==> config.mk <==
export PLATFORM = sky130hd
export DESIGN_NAME = particle_sensor_frame_parser_core
export DESIGN_NICKNAME = d
export VERILOG_FILES = /design/src/design/psfp_pkg.sv /design/src/design/psfp_frame_ram.sv /design/src/design/psfp_seq.sv /design/src/design/particle_sensor_frame_parser_core.sv
export SDC_FILE = /design/constraint.sdc
export NUM_CORES = 1
export LEC_CHECK = 0
export ABC_AREA = 1
export BUFFER_PORTS_ARGS = -buffer_cell sky130_fd_sc_hd__buf_2
export CORE_ASPECT_RATIO = 1.25
export CORE_UTILIZATION = 55
export DETAILED_ROUTE_END_ITERATION = 12
export HOLD_SLACK_MARGIN = 0.03
export PLACE_DENSITY = 0.76
export REMOVE_ABC_BUFFERS = 1
export SLEW_MARGIN = 25
export SYNTH_ARGS = -nofsm -noshare
export SYNTH_HDL_FRONTEND = slang
export SYNTH_SLANG_ARGS = --single-unit
export TNS_END_PERCENT = 5
==> constraint.sdc <==
create_clock -name clock -period 3.2 [get_ports clock]
set_clock_uncertainty 0.2 [all_clocks]
set_input_delay 0.16 -clock clock [delete_from_list [all_inputs] [get_ports clock]]
set_output_delay 0.16 -clock clock [all_outputs]
set_load 0.05 [all_outputs]
==> src/design/psfp_pkg.sv <==
// Shared types, constants and helpers for the particle sensor frame parser.
// Used by psfp_frame_ram, psfp_seq and particle_sensor_frame_parser_core.
`default_nettype none

package psfp_pkg;

   // Frame store size and the widths that follow from it.
   localparam int MAX_FRAME_BYTES = 40;
   localparam int MIN_FRAME_BYTES = 8;
   localparam int ADDR_W          = $clog2(MAX_FRAME_BYTES);
   localparam int LEN_W           = $clog2(MAX_FRAME_BYTES + 1);

   // Frame layout: header word, length word, data words, trailer word.
   localparam int   FIRST_DATA_BYTE = 4;
   localparam int   OVERHEAD_WORDS  = 3;
   localparam int   LEN_WORD_BIAS   = 4;
   localparam int   MAX_RESULTS     = 17;
   localparam logic [7:0]  START_BYTE  = 8'h42;
   localparam logic [15:0] HEADER_WORD = 16'h424D;

   // Byte positions of the header and length words.
   localparam logic [ADDR_W-1:0] POS_HDR_HI = ADDR_W'(0);
   localparam logic [ADDR_W-1:0] POS_HDR_LO = ADDR_W'(1);
   localparam logic [ADDR_W-1:0] POS_LEN_HI = ADDR_W'(2);
   localparam logic [ADDR_W-1:0] POS_LEN_LO = ADDR_W'(3);

   // Configuration register.
   localparam int              CSR_ADDR_W        = 2;
   localparam int              CSR_DATA_W        = 32;
   localparam int              FRAME_BYTES_W     = 6;
   localparam logic [5:0]      FRAME_BYTES_RESET = 6'd32;
   localparam logic [CSR_ADDR_W-1:0] CSR_FRAME_BYTES_ADDR = '0;

   // Result status codes.
   localparam logic [2:0] STAT_OK         = 3'd0;
   localparam logic [2:0] STAT_BAD_HEADER = 3'd1;
   localparam logic [2:0] STAT_BAD_LENGTH = 3'd2;
   localparam logic [2:0] STAT_CHECKSUM   = 3'd3;
   localparam logic [2:0] STAT_DUPLICATE  = 3'd4;

   // One result item.
   typedef struct packed {
      logic [15:0] word_value;
      logic [4:0]  word_index;
      logic [2:0]  status;
      logic        last;
   } psfp_res_type;

   // Frame store access from the sequencer.
   typedef struct packed {
      logic              wen;
      logic [ADDR_W-1:0] waddr;
      logic [7:0]        wdata;
      logic              ren;
      logic [ADDR_W-1:0] raddr;
   } psfp_ram_req_type;

   // Effective frame length: even, at least the minimum, at most the store size.
   function automatic logic [LEN_W-1:0] eff_len(input logic [FRAME_BYTES_W-1:0] fb);
      logic [7:0] len;
      len = {2'b00, fb[FRAME_BYTES_W-1:1], 1'b0};
      if (len < 8'(MIN_FRAME_BYTES)) begin
         len = 8'(MIN_FRAME_BYTES);
      end
      if (len > 8'(MAX_FRAME_BYTES & ~1)) begin
         len = 8'(MAX_FRAME_BYTES & ~1);
      end
      return len[LEN_W-1:0];
   endfunction

endpackage

`default_nettype wire

==> src/design/psfp_frame_ram.sv <==
// Frame store: one write port and one registered read port.
// Depends on psfp_pkg for the depth and the access struct.
`default_nettype none

module psfp_frame_ram (
   input  logic                       clock,
   input  psfp_pkg::psfp_ram_req_type ram_req,
   output logic [7:0]                 rd_data
);
   import psfp_pkg::*;

   logic [7:0] mem_ff [0:MAX_FRAME_BYTES-1];
   logic [7:0] rd_data_ff;

   // Byte write during frame collection.
   always_ff @(posedge clock) begin
      if (ram_req.wen) begin
         mem_ff[ram_req.waddr] <= ram_req.wdata;
      end
   end

   // Registered read; data holds until the next read.
   always_ff @(posedge clock) begin
      if (ram_req.ren) begin
         rd_data_ff <= mem_ff[ram_req.raddr];
      end
   end

   assign rd_data = rd_data_ff;

endmodule

`default_nettype wire

==> src/design/psfp_seq.sv <==
// Sequencer: byte intake, checksum sweep over the frame store, frame checks
// and word emission. Depends on psfp_pkg; drives psfp_frame_ram.
`default_nettype none

module psfp_seq (
   input  logic                        clock,
   input  logic                        reset,
   input  logic                        req_valid,
   output logic                        req_ready,
   input  logic [7:0]                  req_rx_byte,
   input  logic [psfp_pkg::LEN_W-1:0]  frame_len,
   output psfp_pkg::psfp_ram_req_type  ram_req,
   input  logic [7:0]                  rd_data,
   input  logic                        out_free,
   output logic                        push,
   output psfp_pkg::psfp_res_type      res
);
   import psfp_pkg::*;

   typedef enum logic [2:0] {
      ST_IDLE,
      ST_SUM,
      ST_TRL_A,
      ST_TRL_B,
      ST_CHECK,
      ST_EMIT_A,
      ST_EMIT_B,
      ST_EMIT_C
   } state_type;

   state_type         state_ff, state_in;
   logic [ADDR_W-1:0] pos_ff, pos_in;
   logic [LEN_W-1:0]  flen_ff, flen_in;
   logic [LEN_W-1:0]  cnt_ff, cnt_in;
   logic [ADDR_W-1:0] pend_addr_ff, pend_addr_in;
   logic              sum_pend_ff, sum_pend_in;
   logic [15:0]       sum_ff, sum_in;
   logic [15:0]       last_sum_ff, last_sum_in;
   logic [7:0]        hdr_hi_ff, hdr_hi_in;
   logic [7:0]        hdr_lo_ff, hdr_lo_in;
   logic [7:0]        len_hi_ff, len_hi_in;
   logic [7:0]        len_lo_ff, len_lo_in;
   logic [7:0]        trl_hi_ff, trl_hi_in;
   logic [7:0]        word_hi_ff, word_hi_in;
   logic [4:0]        idx_ff, idx_in;

   logic [7:0]        pos_next;
   logic [LEN_W-1:0]  sum_end;
   logic [LEN_W-1:0]  trl_addr_hi;
   logic [LEN_W-1:0]  trl_addr_lo;
   logic [7:0]        words;
   logic [7:0]        shown;
   logic [4:0]        last_idx;
   logic [7:0]        data_addr;
   logic [7:0]        data_addr_lo;
   logic [16:0]       len_check;
   logic [2:0]        check_status;

   assign req_ready = (state_ff == ST_IDLE);

   // Frame geometry derived from the latched length.
   assign pos_next     = 8'(pos_ff) + 8'd1;
   assign sum_end      = flen_ff - LEN_W'(OVERHEAD_WORDS);
   assign trl_addr_hi  = flen_ff - LEN_W'(2);
   assign trl_addr_lo  = flen_ff - LEN_W'(1);
   assign words        = 8'(flen_ff >> 1) - 8'(OVERHEAD_WORDS);
   assign shown        = (words > 8'(MAX_RESULTS)) ? 8'(MAX_RESULTS) : words;
   assign last_idx     = 5'(shown - 8'd1);
   assign data_addr    = 8'(FIRST_DATA_BYTE) + {2'b00, idx_ff, 1'b0};
   assign data_addr_lo = data_addr + 8'd1;
   assign len_check    = {1'b0, len_hi_ff, len_lo_ff} + 17'(LEN_WORD_BIAS);

   // Frame checks in priority order; the trailer low byte is on the read port.
   always_comb begin
      if ({hdr_hi_ff, hdr_lo_ff} != HEADER_WORD) begin
         check_status = STAT_BAD_HEADER;
      end else if (len_check != 17'(flen_ff)) begin
         check_status = STAT_BAD_LENGTH;
      end else if (sum_ff != {trl_hi_ff, rd_data}) begin
         check_status = STAT_CHECKSUM;
      end else if (sum_ff == last_sum_ff) begin
         check_status = STAT_DUPLICATE;
      end else begin
         check_status = STAT_OK;
      end
   end

   // Next-state logic.
   always_comb begin
      state_in     = state_ff;
      pos_in       = pos_ff;
      flen_in      = flen_ff;
      cnt_in       = cnt_ff;
      pend_addr_in = cnt_ff[ADDR_W-1:0];
      sum_pend_in  = (state_ff == ST_SUM);
      sum_in       = sum_ff;
      last_sum_in  = last_sum_ff;
      hdr_hi_in    = hdr_hi_ff;
      hdr_lo_in    = hdr_lo_ff;
      len_hi_in    = len_hi_ff;
      len_lo_in    = len_lo_ff;
      trl_hi_in    = trl_hi_ff;
      word_hi_in   = word_hi_ff;
      idx_in       = idx_ff;
      ram_req      = '0;
      push         = 1'b0;
      res          = '0;

      // The adder accumulates each swept byte in the cycle after its read.
      if (sum_pend_ff) begin
         sum_in = sum_ff + {8'h00, rd_data};
         case (pend_addr_ff)
            POS_HDR_HI: hdr_hi_in = rd_data;
            POS_HDR_LO: hdr_lo_in = rd_data;
            POS_LEN_HI: len_hi_in = rd_data;
            POS_LEN_LO: len_lo_in = rd_data;
            default: ;
         endcase
      end

      case (state_ff)
         ST_IDLE: begin
            // Collect bytes; drop everything until the start byte while hunting.
            if (req_valid && ((pos_ff != '0) || (req_rx_byte == START_BYTE))) begin
               ram_req.wen   = 1'b1;
               ram_req.waddr = pos_ff;
               ram_req.wdata = req_rx_byte;
               if (pos_next >= 8'(frame_len)) begin
                  pos_in   = '0;
                  flen_in  = frame_len;
                  cnt_in   = '0;
                  sum_in   = '0;
                  state_in = ST_SUM;
               end else begin
                  pos_in = pos_next[ADDR_W-1:0];
               end
            end
         end
         ST_SUM: begin
            // Sweep every byte ahead of the trailer word.
            ram_req.ren   = 1'b1;
            ram_req.raddr = cnt_ff[ADDR_W-1:0];
            cnt_in        = cnt_ff + LEN_W'(1);
            if (cnt_ff == sum_end) begin
               state_in = ST_TRL_A;
            end
         end
         ST_TRL_A: begin
            ram_req.ren   = 1'b1;
            ram_req.raddr = trl_addr_hi[ADDR_W-1:0];
            state_in      = ST_TRL_B;
         end
         ST_TRL_B: begin
            ram_req.ren   = 1'b1;
            ram_req.raddr = trl_addr_lo[ADDR_W-1:0];
            trl_hi_in     = rd_data;
            state_in      = ST_CHECK;
         end
         ST_CHECK: begin
            // A failed check gives one error result; a good frame starts emission.
            if (check_status == STAT_OK) begin
               last_sum_in = sum_ff;
               idx_in      = '0;
               state_in    = ST_EMIT_A;
            end else if (out_free) begin
               push       = 1'b1;
               res.status = check_status;
               res.last   = 1'b1;
               state_in   = ST_IDLE;
            end
         end
         ST_EMIT_A: begin
            ram_req.ren   = 1'b1;
            ram_req.raddr = data_addr[ADDR_W-1:0];
            state_in      = ST_EMIT_B;
         end
         ST_EMIT_B: begin
            ram_req.ren   = 1'b1;
            ram_req.raddr = data_addr_lo[ADDR_W-1:0];
            word_hi_in    = rd_data;
            state_in      = ST_EMIT_C;
         end
         ST_EMIT_C: begin
            // Hand the word over once the output register can take it.
            if (out_free) begin
               push           = 1'b1;
               res.word_value = {word_hi_ff, rd_data};
               res.word_index = idx_ff;
               res.status     = STAT_OK;
               res.last       = (idx_ff == last_idx);
               if (idx_ff == last_idx) begin
                  state_in = ST_IDLE;
               end else begin
                  idx_in   = idx_ff + 5'd1;
                  state_in = ST_EMIT_A;
               end
            end
         end
         default: begin
            state_in = ST_IDLE;
         end
      endcase
   end

   // State and working registers.
   always_ff @(posedge clock) begin
      if (reset) begin
         state_ff    <= ST_IDLE;
         pos_ff      <= '0;
         sum_pend_ff <= 1'b0;
         last_sum_ff <= '0;
      end else begin
         state_ff    <= state_in;
         pos_ff      <= pos_in;
         sum_pend_ff <= sum_pend_in;
         last_sum_ff <= last_sum_in;
      end
      flen_ff      <= flen_in;
      cnt_ff       <= cnt_in;
      pend_addr_ff <= pend_addr_in;
      sum_ff       <= sum_in;
      hdr_hi_ff    <= hdr_hi_in;
      hdr_lo_ff    <= hdr_lo_in;
      len_hi_ff    <= len_hi_in;
      len_lo_ff    <= len_lo_in;
      trl_hi_ff    <= trl_hi_in;
      word_hi_ff   <= word_hi_in;
      idx_ff       <= idx_in;
   end

`ifndef ASSERT_OFF
   // The frame store is written only while collecting bytes.
   a_write_idle: assert property (@(posedge clock) disable iff (reset)
      ram_req.wen |-> (state_ff == ST_IDLE))
      else $error("frame store written outside collection");

   // A result is produced only when the output register can take it.
   a_push_free: assert property (@(posedge clock) disable iff (reset)
      push |-> out_free)
      else $error("result pushed into a full output register");

   // The final result of a frame returns the sequencer to collection.
   a_last_idle: assert property (@(posedge clock) disable iff (reset)
      (push && res.last) |=> (state_ff == ST_IDLE))
      else $error("sequencer busy after final result");

   // Processing a frame always starts from a cleared byte position.
   a_pos_clear: assert property (@(posedge clock) disable iff (reset)
      (state_ff != ST_IDLE) |-> (pos_ff == '0))
      else $error("byte position not cleared during frame processing");

   // Emitted word indexes never pass the last shown word.
   a_idx_range: assert property (@(posedge clock) disable iff (reset)
      (push && (res.status == STAT_OK)) |-> (res.word_index <= last_idx))
      else $error("word index beyond the frame");
`endif

endmodule

`default_nettype wire

==> src/design/particle_sensor_frame_parser_core.sv <==
// Top level of the particle sensor frame parser: configuration register,
// output register, frame store and sequencer. Depends on psfp_pkg,
// psfp_frame_ram and psfp_seq.
//
//   Channel   Ports                          Direction  Payload
//   req       req_valid / req_ready          in         req_rx_byte
//   rsp       rsp_valid / rsp_ready          out        rsp_word_value, rsp_word_index,
//                                                       rsp_status, rsp_last
//   csr       psel / penable / pwrite        in         paddr, pwdata, prdata
//
// A byte that does not finish a frame leaves req_ready high for the next byte.
// The byte that finishes a frame of L bytes starts a sweep of its first L-2 bytes through the
// single read port of the frame store, then the two trailer reads and the checks, then the
// emission of the data words of a good frame, held back while rsp_ready is low.
// Reset is synchronous and active high; the frame store needs no clearing.
// The last result of a frame waits in the output register while new bytes are taken.
`default_nettype none

module particle_sensor_frame_parser_core (
   input  logic                                clock,
   input  logic                                reset,
   input  logic                                req_valid,
   output logic                                req_ready,
   input  logic [7:0]                          req_rx_byte,
   output logic                                rsp_valid,
   input  logic                                rsp_ready,
   output logic [15:0]                         rsp_word_value,
   output logic [4:0]                          rsp_word_index,
   output logic [2:0]                          rsp_status,
   output logic                                rsp_last,
   input  logic                                psel,
   input  logic                                penable,
   input  logic                                pwrite,
   input  logic [psfp_pkg::CSR_ADDR_W-1:0]     paddr,
   input  logic [psfp_pkg::CSR_DATA_W-1:0]     pwdata,
   output logic [psfp_pkg::CSR_DATA_W-1:0]     prdata,
   output logic                                pready
);
   import psfp_pkg::*;

   logic [FRAME_BYTES_W-1:0] frame_bytes_ff, frame_bytes_in;
   logic                     rsp_valid_ff, rsp_valid_in;
   psfp_res_type             rsp_res_ff, rsp_res_in;
   logic [LEN_W-1:0]         frame_len;
   psfp_ram_req_type         ram_req;
   logic [7:0]               rd_data;
   logic                     out_free;
   logic                     push;
   psfp_res_type             res;
   logic                     csr_write;

   // Configuration port: one register, every address in the window selects it.
   assign pready    = 1'b1;
   assign csr_write = psel && penable && pwrite && pready && (paddr == paddr);
   assign prdata    = CSR_DATA_W'(frame_bytes_ff);
   assign frame_len = eff_len(frame_bytes_ff);

   always_comb begin
      frame_bytes_in = frame_bytes_ff;
      if (csr_write) begin
         frame_bytes_in = pwdata[FRAME_BYTES_W-1:0];
      end
   end

   // Output register; a new result may load in the cycle the old one transfers.
   assign out_free = !rsp_valid_ff || rsp_ready;

   always_comb begin
      rsp_valid_in = rsp_valid_ff;
      rsp_res_in   = rsp_res_ff;
      if (push) begin
         rsp_valid_in = 1'b1;
         rsp_res_in   = res;
      end else if (rsp_ready) begin
         rsp_valid_in = 1'b0;
      end
   end

   always_ff @(posedge clock) begin
      if (reset) begin
         frame_bytes_ff <= FRAME_BYTES_RESET;
         rsp_valid_ff   <= 1'b0;
      end else begin
         frame_bytes_ff <= frame_bytes_in;
         rsp_valid_ff   <= rsp_valid_in;
      end
      rsp_res_ff <= rsp_res_in;
   end

   assign rsp_valid      = rsp_valid_ff;
   assign rsp_word_value = rsp_res_ff.word_value;
   assign rsp_word_index = rsp_res_ff.word_index;
   assign rsp_status     = rsp_res_ff.status;
   assign rsp_last       = rsp_res_ff.last;

   // Frame store.
   psfp_frame_ram u_ram (
      .clock   (clock),
      .ram_req (ram_req),
      .rd_data (rd_data)
   );

   // Intake, checksum sweep, checks and word emission.
   psfp_seq u_seq (
      .clock       (clock),
      .reset       (reset),
      .req_valid   (req_valid),
      .req_ready   (req_ready),
      .req_rx_byte (req_rx_byte),
      .frame_len   (frame_len),
      .ram_req     (ram_req),
      .rd_data     (rd_data),
      .out_free    (out_free),
      .push        (push),
      .res         (res)
   );

endmodule

`default_nettype wire

## Yosys cells after proc, flatten, opt, wreduce, memory -nomap -nowiden

Memory sizes are Yosys's and may differ from the RTL's. A register that Yosys moved wholly into a read port is not among the register bits.
Index checks and enable logic that the tools add are counted.

- Reductions and logical operators: 24
- Add/subtract/negate cells: 12
- Equal/unequal tests: 24
- Mux-type cells: 41
- Magnitude comparators: 4

Operators with widths:

| cell | number |
|---|---|
| $mux W16 | 4 |
| $pmux W7 S5 | 1 |
| $mux W3 | 11 |
| $mux W15 | 2 |
| $mux W6 | 5 |
| $pmux W3 S8 | 1 |
| $mux W5 | 4 |
| $add A16 B3 Y17 const B | 1 |
| $ne A17 B6 Y1 | 1 |
| $add A16 B8 Y16 | 1 |
| $eq A16 B16 Y1 | 1 |
| $ne A16 B15 Y1 const B | 1 |
| $ne A16 B16 Y1 | 1 |
| $reduce_and A2 Y1 | 7 |
| $add A6 B1 Y6 const B | 2 |
| $eq A3 B3 Y1 const B | 4 |
| $eq A6 B2 Y1 const B | 2 |
| $pmux W6 S2 | 1 |
| $sub A6 B2 Y6 const B | 2 |
| $pmux W5 S2 | 1 |
| $eq A8 B7 Y1 const B | 1 |
| $ge A8 B6 Y1 | 1 |
| $gt A8 B5 Y1 const B | 1 |
| $mux W4 | 2 |
| other kinds (29) | 47 |

- Memories: 1
- Flip-flop bits (word level): 145
- Memory bits (writable): 320
- Logic and storage cells: 127
- Bits of input ports: 49
- Output and inout bits: 60

Memories:

| memory | words | bits a word | read ports | clocked after memory_dff | wr ports | RTL line | source |
|---|---|---|---|---|---|---|---|
| u_ram.mem_ff | 40 | 8 | 1 | 1 | 1 | psfp_frame_ram.sv:12 | `logic [7:0] mem_ff [0:MAX_FRAME_BYTES-1];` |

## Longest topological paths before layout

- Word-level depth: 9
- Gate-level depth with buffers: 22

## Cells and area by module

A second synthesis with hierarchy kept.

- Cell total of the unflattened synthesis: 2163
- Area total of the unflattened synthesis: 21675.8 µm²

By module, submodules not included:

| module | cells an instance | instances | area an instance (µm²) |
|---|---|---|---|
| psfp_frame_ram | 1099 | 1 | 13330.3 |
| psfp_seq | 962 | 1 | 7056.8 |
| particle_sensor_frame_parser_core | 102 | 1 | 1288.7 |

## Worst setup path before layout

OpenSTA, ideal clock, no wires.

- Path kind: flip-flop to flip-flop
- From: register u_seq.state_ff[0]
- To: memory u_ram.mem_ff[0][0] (data pin)
- Data arrival time: 2.753 ns
- Stages on the path, launching flop included: 10
- Library setup time: 0.388 ns
- Slack: -0.141 ns
- Required time: 2.612 ns
- Clock period less this slack: 3.341 ns
- Cells stage by stage: dfxtp_1 > buf_4 > nor2_1 > inv_2 > nor2_2 > inv_2 > nor2_2 > inv_2 > clkbuf_1 > nor2_1

RTL lines:

| item | RTL line | source |
|---|---|---|
| start, declared | psfp_seq.sv:31 | `state_type state_ff, state_in;` |
| start signal, assigned | psfp_seq.sv:213 | `state_ff <= state_in;` |
| end, declared | psfp_frame_ram.sv:12 |  |

## Final worst setup path

- From: register u_seq.pos_ff[1]
- To: register u_seq.sum_ff[3]

- Word-level cells in the longest chain between the ends: 5
- Elaborated cells on any way between the ends: 8
- Those cells by class: add/sub (1); order compare (1); mux (3); reduce/logical (3)

Ends and longest elaborated chain:

| item | RTL line | source |
|---|---|---|
| start, declared | psfp_seq.sv:32 | `logic [ADDR_W-1:0] pos_ff, pos_in;` |
| start signal, assigned | psfp_seq.sv:214 | `pos_ff <= pos_in;` |
| $add A6 B1 Y7 / $reduce_bool A6 Y1 (equally long branches) | psfp_seq.sv:62, psfp_seq.sv:124 |  |
| $ge A8 B6 Y1 / $logic_or A1 B1 Y1 (equally long branches) | psfp_seq.sv:128, psfp_seq.sv:124 |  |
| $mux W16 / $logic_and A1 B1 Y1 (equally long branches) | psfp_seq.sv:128, psfp_seq.sv:124 |  |
| $mux W16 (*) | psfp_seq.sv:124 | `if (req_valid && ((pos_ff != '0) \|\| (req_rx_byte == START_BYTE))) begin` |
| $mux W16 (*) | psfp_seq.sv:121 | `case (state_ff)` |
| via u_seq.sum_in[3] | psfp_seq.sv:37 | `logic [15:0] sum_ff, sum_in;` |
| end signal, assigned | psfp_seq.sv:221 | `sum_ff <= sum_in;` |
| end, declared | psfp_seq.sv:37 |  |

The timed path passes the listed nets; every way through them passes the cells marked *.
A chain may end at the register's enable or synchronous reset.

==> impl_metrics.tcl <==
set metrics [dict create \
    status "finished, final reports clean" \
    overflow 0 \
    synthTopCellsByCount "edfxtp_1 (417), nand3_1 (412), nand2_1 (406)" \
    insertedDiodeCount 0 \
    syn_to_final_growth_pct 13.6 \
    max_slew.worst_pin.slew_ns 0.933 \
    synth_seq_area_share_pct 64.5 \
    rsz0062_at_grt "true" \
    cts_htree_levels 2 \
    grt_pass1_wl_mm 78.2 \
    ir_drop_uv 768 \
    hold_viol 0 \
    grt_max_degree 117 \
    rr_worst_depth 15 \
    max_cap_violations 0 \
    place_ws_ns 0.0341 \
    numCtsBuffers 46 \
    totalWireLength_mm 50.2 \
    fill_cells 2870 \
    placement.io_buffers 53 \
    yosysTopAreaCell "edfxtp_1" \
    yosys_warnings 0 \
    cts.reportedPaths.clkPinSlew_ns 0.06 \
    hold_path_end "u_ram.mem_ff[7][6]$_DFFE_PP_" \
    layout-drive-gt1-share_pct 11.8 \
    initial_core_util_pct 56.2 \
    hold_path.class "input port to flip-flop" \
    synth_most_common_cell "edfxtp_1" \
    grt_pass1_vias 14741 \
    power_density_nw_per_um2 839 \
    relSlewSlack_pct 37.7 \
    cts.sinks 472 \
    synthesis.area_um2 21100 \
    ant_nets 0 \
    first_pass_iters 6 \
    clock_path_buffers 3 \
    fin_crit_sh_pct 95.4 \
    end_kind "flip-flop" \
    grt_usage_pct 25.9 \
    die-height_um 221 \
    critical_path_arrival_ns 3.35 \
    gp_congestion 0.924 \
    dieArea_um2 39200 \
    wl_per_cell_um 18.8 \
    min-delay-start "req_rx_byte[6]" \
    p_leak_nw 9.51 \
    drtIter0Drc 1672 \
    crit_required_ns 3.50 \
    vias 15272 \
    root_buffer "clkbuf_16" \
    avgSynthCellArea_um2 10.4 \
    synth_top_flop_cell "edfxtp_1" \
    reg2reg_from "u_seq.pos_ff[1]$_SDFFE_PP0P_" \
    worst-r2r-setup-slack_ns 0.15 \
    cts_tree "done" \
    reg2reg_to "u_seq.sum_ff[3]$_DFF_P_" \
    report.final.slew_viol_count 0 \
    worst_slack_ns 0.146 \
    critical_path_class "flip-flop to flip-flop" \
    crit_fanout 9 \
    period_needed_ns 3.05 \
    synthArstFlopShare_pct 0 \
    setup_violations 0 \
    crit_start "u_seq.pos_ff[1]$_SDFFE_PP0P_" \
    startpoint_type "flip-flop" \
    rows 79 \
    synthCells 2031 \
    max_freq_mhz 327 \
    clkLatencyLatePin_ns 0.57 \
    synth-edff-count 417 \
    die_w_um 177 \
    power_w 0.0201 \
    min_path_cells 4 \
    routed_via_density 5.71 \
    num_io_pins 109 \
    synth_top_area_share_pct 59.3 \
    drc 0 \
    fin_nets 2230 \
    dp_hpwl_mm 31.1 \
    yosysUniqueCellTypes 42 \
    core_area_um2 37600 \
    antenna_found_initial 0 \
    ys_ff_latch 472 \
    synth_area_leaders "edfxtp_1 (59%), nand3_1 (9.8%), nand2_1 (7.2%), dfxtp_1 (5.2%), nor2_1 (2.9%)" \
]
-- worst max path at each step --
stage / endpoint / slack [ns]
finish: u_seq.sum_ff[3]$_DFF_P_ / 0.15
global route: u_seq.sum_ff[5]$_DFF_P_ / -0.01
CTS: u_seq.sum_ff[7]$_DFF_P_ / 0.008
detailed placement: u_seq.sum_ff[14]$_DFF_P_ / 0.03
global placement: u_seq.sum_ff[14]$_DFF_P_ / 0.20
floorplan: u_ram.rd_data[1]$_DFFE_PN_ / -6.76
-- power breakdown --
part | internal, W | switching [W] | total, W
Sequential | 0.00721 | 0.000368 | 0.00758
Clock | 0.00285 | 0.00221 | 0.00506
Combinational | 0.00215 | 0.00534 | 0.00749
Total | 0.0122 | 0.00792 | 0.0201
-- worst max-delay path: stages (launching register included) --
cell and delay [ns]:
dfxtp_1 0.39, inv_1 0.15, nor3_2 0.23, nand2_1 0.13, nor2_1 0.14, xor2_1 0.23, ha_1 0.30, nand2_1 0.07
nor3b_1 0.23, nand3_1 0.17, nand2_1 0.16, nor2_1 0.10, inv_2 0.18, buf_12 0.14, o211ai_1 0.08, inv_1 0.08
-- sequential cells by signal (all words and copies together), names as in the netlist, 8 cells and up --
signal             cells
rsp_word_value        16
u_seq.last_sum_ff     16
u_seq.len_hi_ff        8
u_ram.mem_ff         320
u_ram.rd_data          8
u_seq.trl_hi_ff        8
u_seq.word_hi_ff       8
u_seq.hdr_lo_ff        8
u_seq.len_lo_ff        8
u_seq.sum_ff          16
u_seq.hdr_hi_ff        8
-- cells in the final DEF, fill, tap and decap left out, drive strengths merged, types with 55 or more instances in the layout --
| master | n |
|---|---|
| o21ai | 56 |
| nand3 | 414 |
| dfxtp | 55 |
| inv | 170 |
| a21oi | 59 |
| buf | 151 |
| edfxtp | 417 |
| nor2 | 170 |
| clkbuf | 57 |
| nand2 | 409 |
-- metal layers --
| layer | global-route usage [%] | part of all wire [%] |
|---|---|---|
| met1 | 31.4 | 38 |
| met2 | 45.0 | 51 |
| met3 | 3.08 | 6.5 |
| met4 | 13.3 | 4.6 |
| met5 | 0 | 0 |
-- through the flow --
| step | util [%] | cell area, µm² | TNS [ns] | instances | hold slack (ns) |
|---|---|---|---|---|---|
| 2_1_floorplan | - | 20500 | -53.24 | 1933 | 0.0291 |
| 3_3_place_gp | 59.4 | 22300 | 0 | 2568 | 0.149 |
| 3_5_place_dp | 59.4 | 22300 | 0 | 2568 | 0.154 |
| 4_1_cts | 63.7 | 23900 | 0 | 2673 | 0.0418 |
| 5_1_grt | 63.9 | 24000 | -0.0326 | 2675 | 0.121 |
| 6_report | 63.9 | 24000 | 0 | 2675 | 0.104 |
-- timing repair --
item                                    4_1_cts  5_1_grt
gates resized for setup                       0        8
buffers inserted                              0        2
endpoints found under the setup margin        0       41
hold buffers                                 21        0
hold endpoints to repair                     18        0
-- final cells by class --
cell class,count,area [µm²],share of cell area [%]
Clock inverter,27,180,0.751
Multi-Input combinational cell,1292,6360,26.5
Inverter,169,637,2.65
Clock buffer,57,1210,5.06
Sequential cell,472,13600,56.8
Tap cell,486,608,2.53
Timing Repair Buffer,172,1360,5.67
-- cells by family (layout without fill, tap and decap cells) --
kind of cell	Yosys count	count (layout)	share of synthesized area (%)
adders and majority gates	28	28	1.70
buffers and inverters	292	425	6.24
DFF	472	472	64.5
other	2	27	0.0356
AOI/OAI and AO/OA	147	147	3.88
xor gates and xnor gates	37	37	1.54
and+or+nand+nor	1049	1049	21.9
muxes	4	4	0.213
No activity file was read; power rests on OpenSTA's default activity.
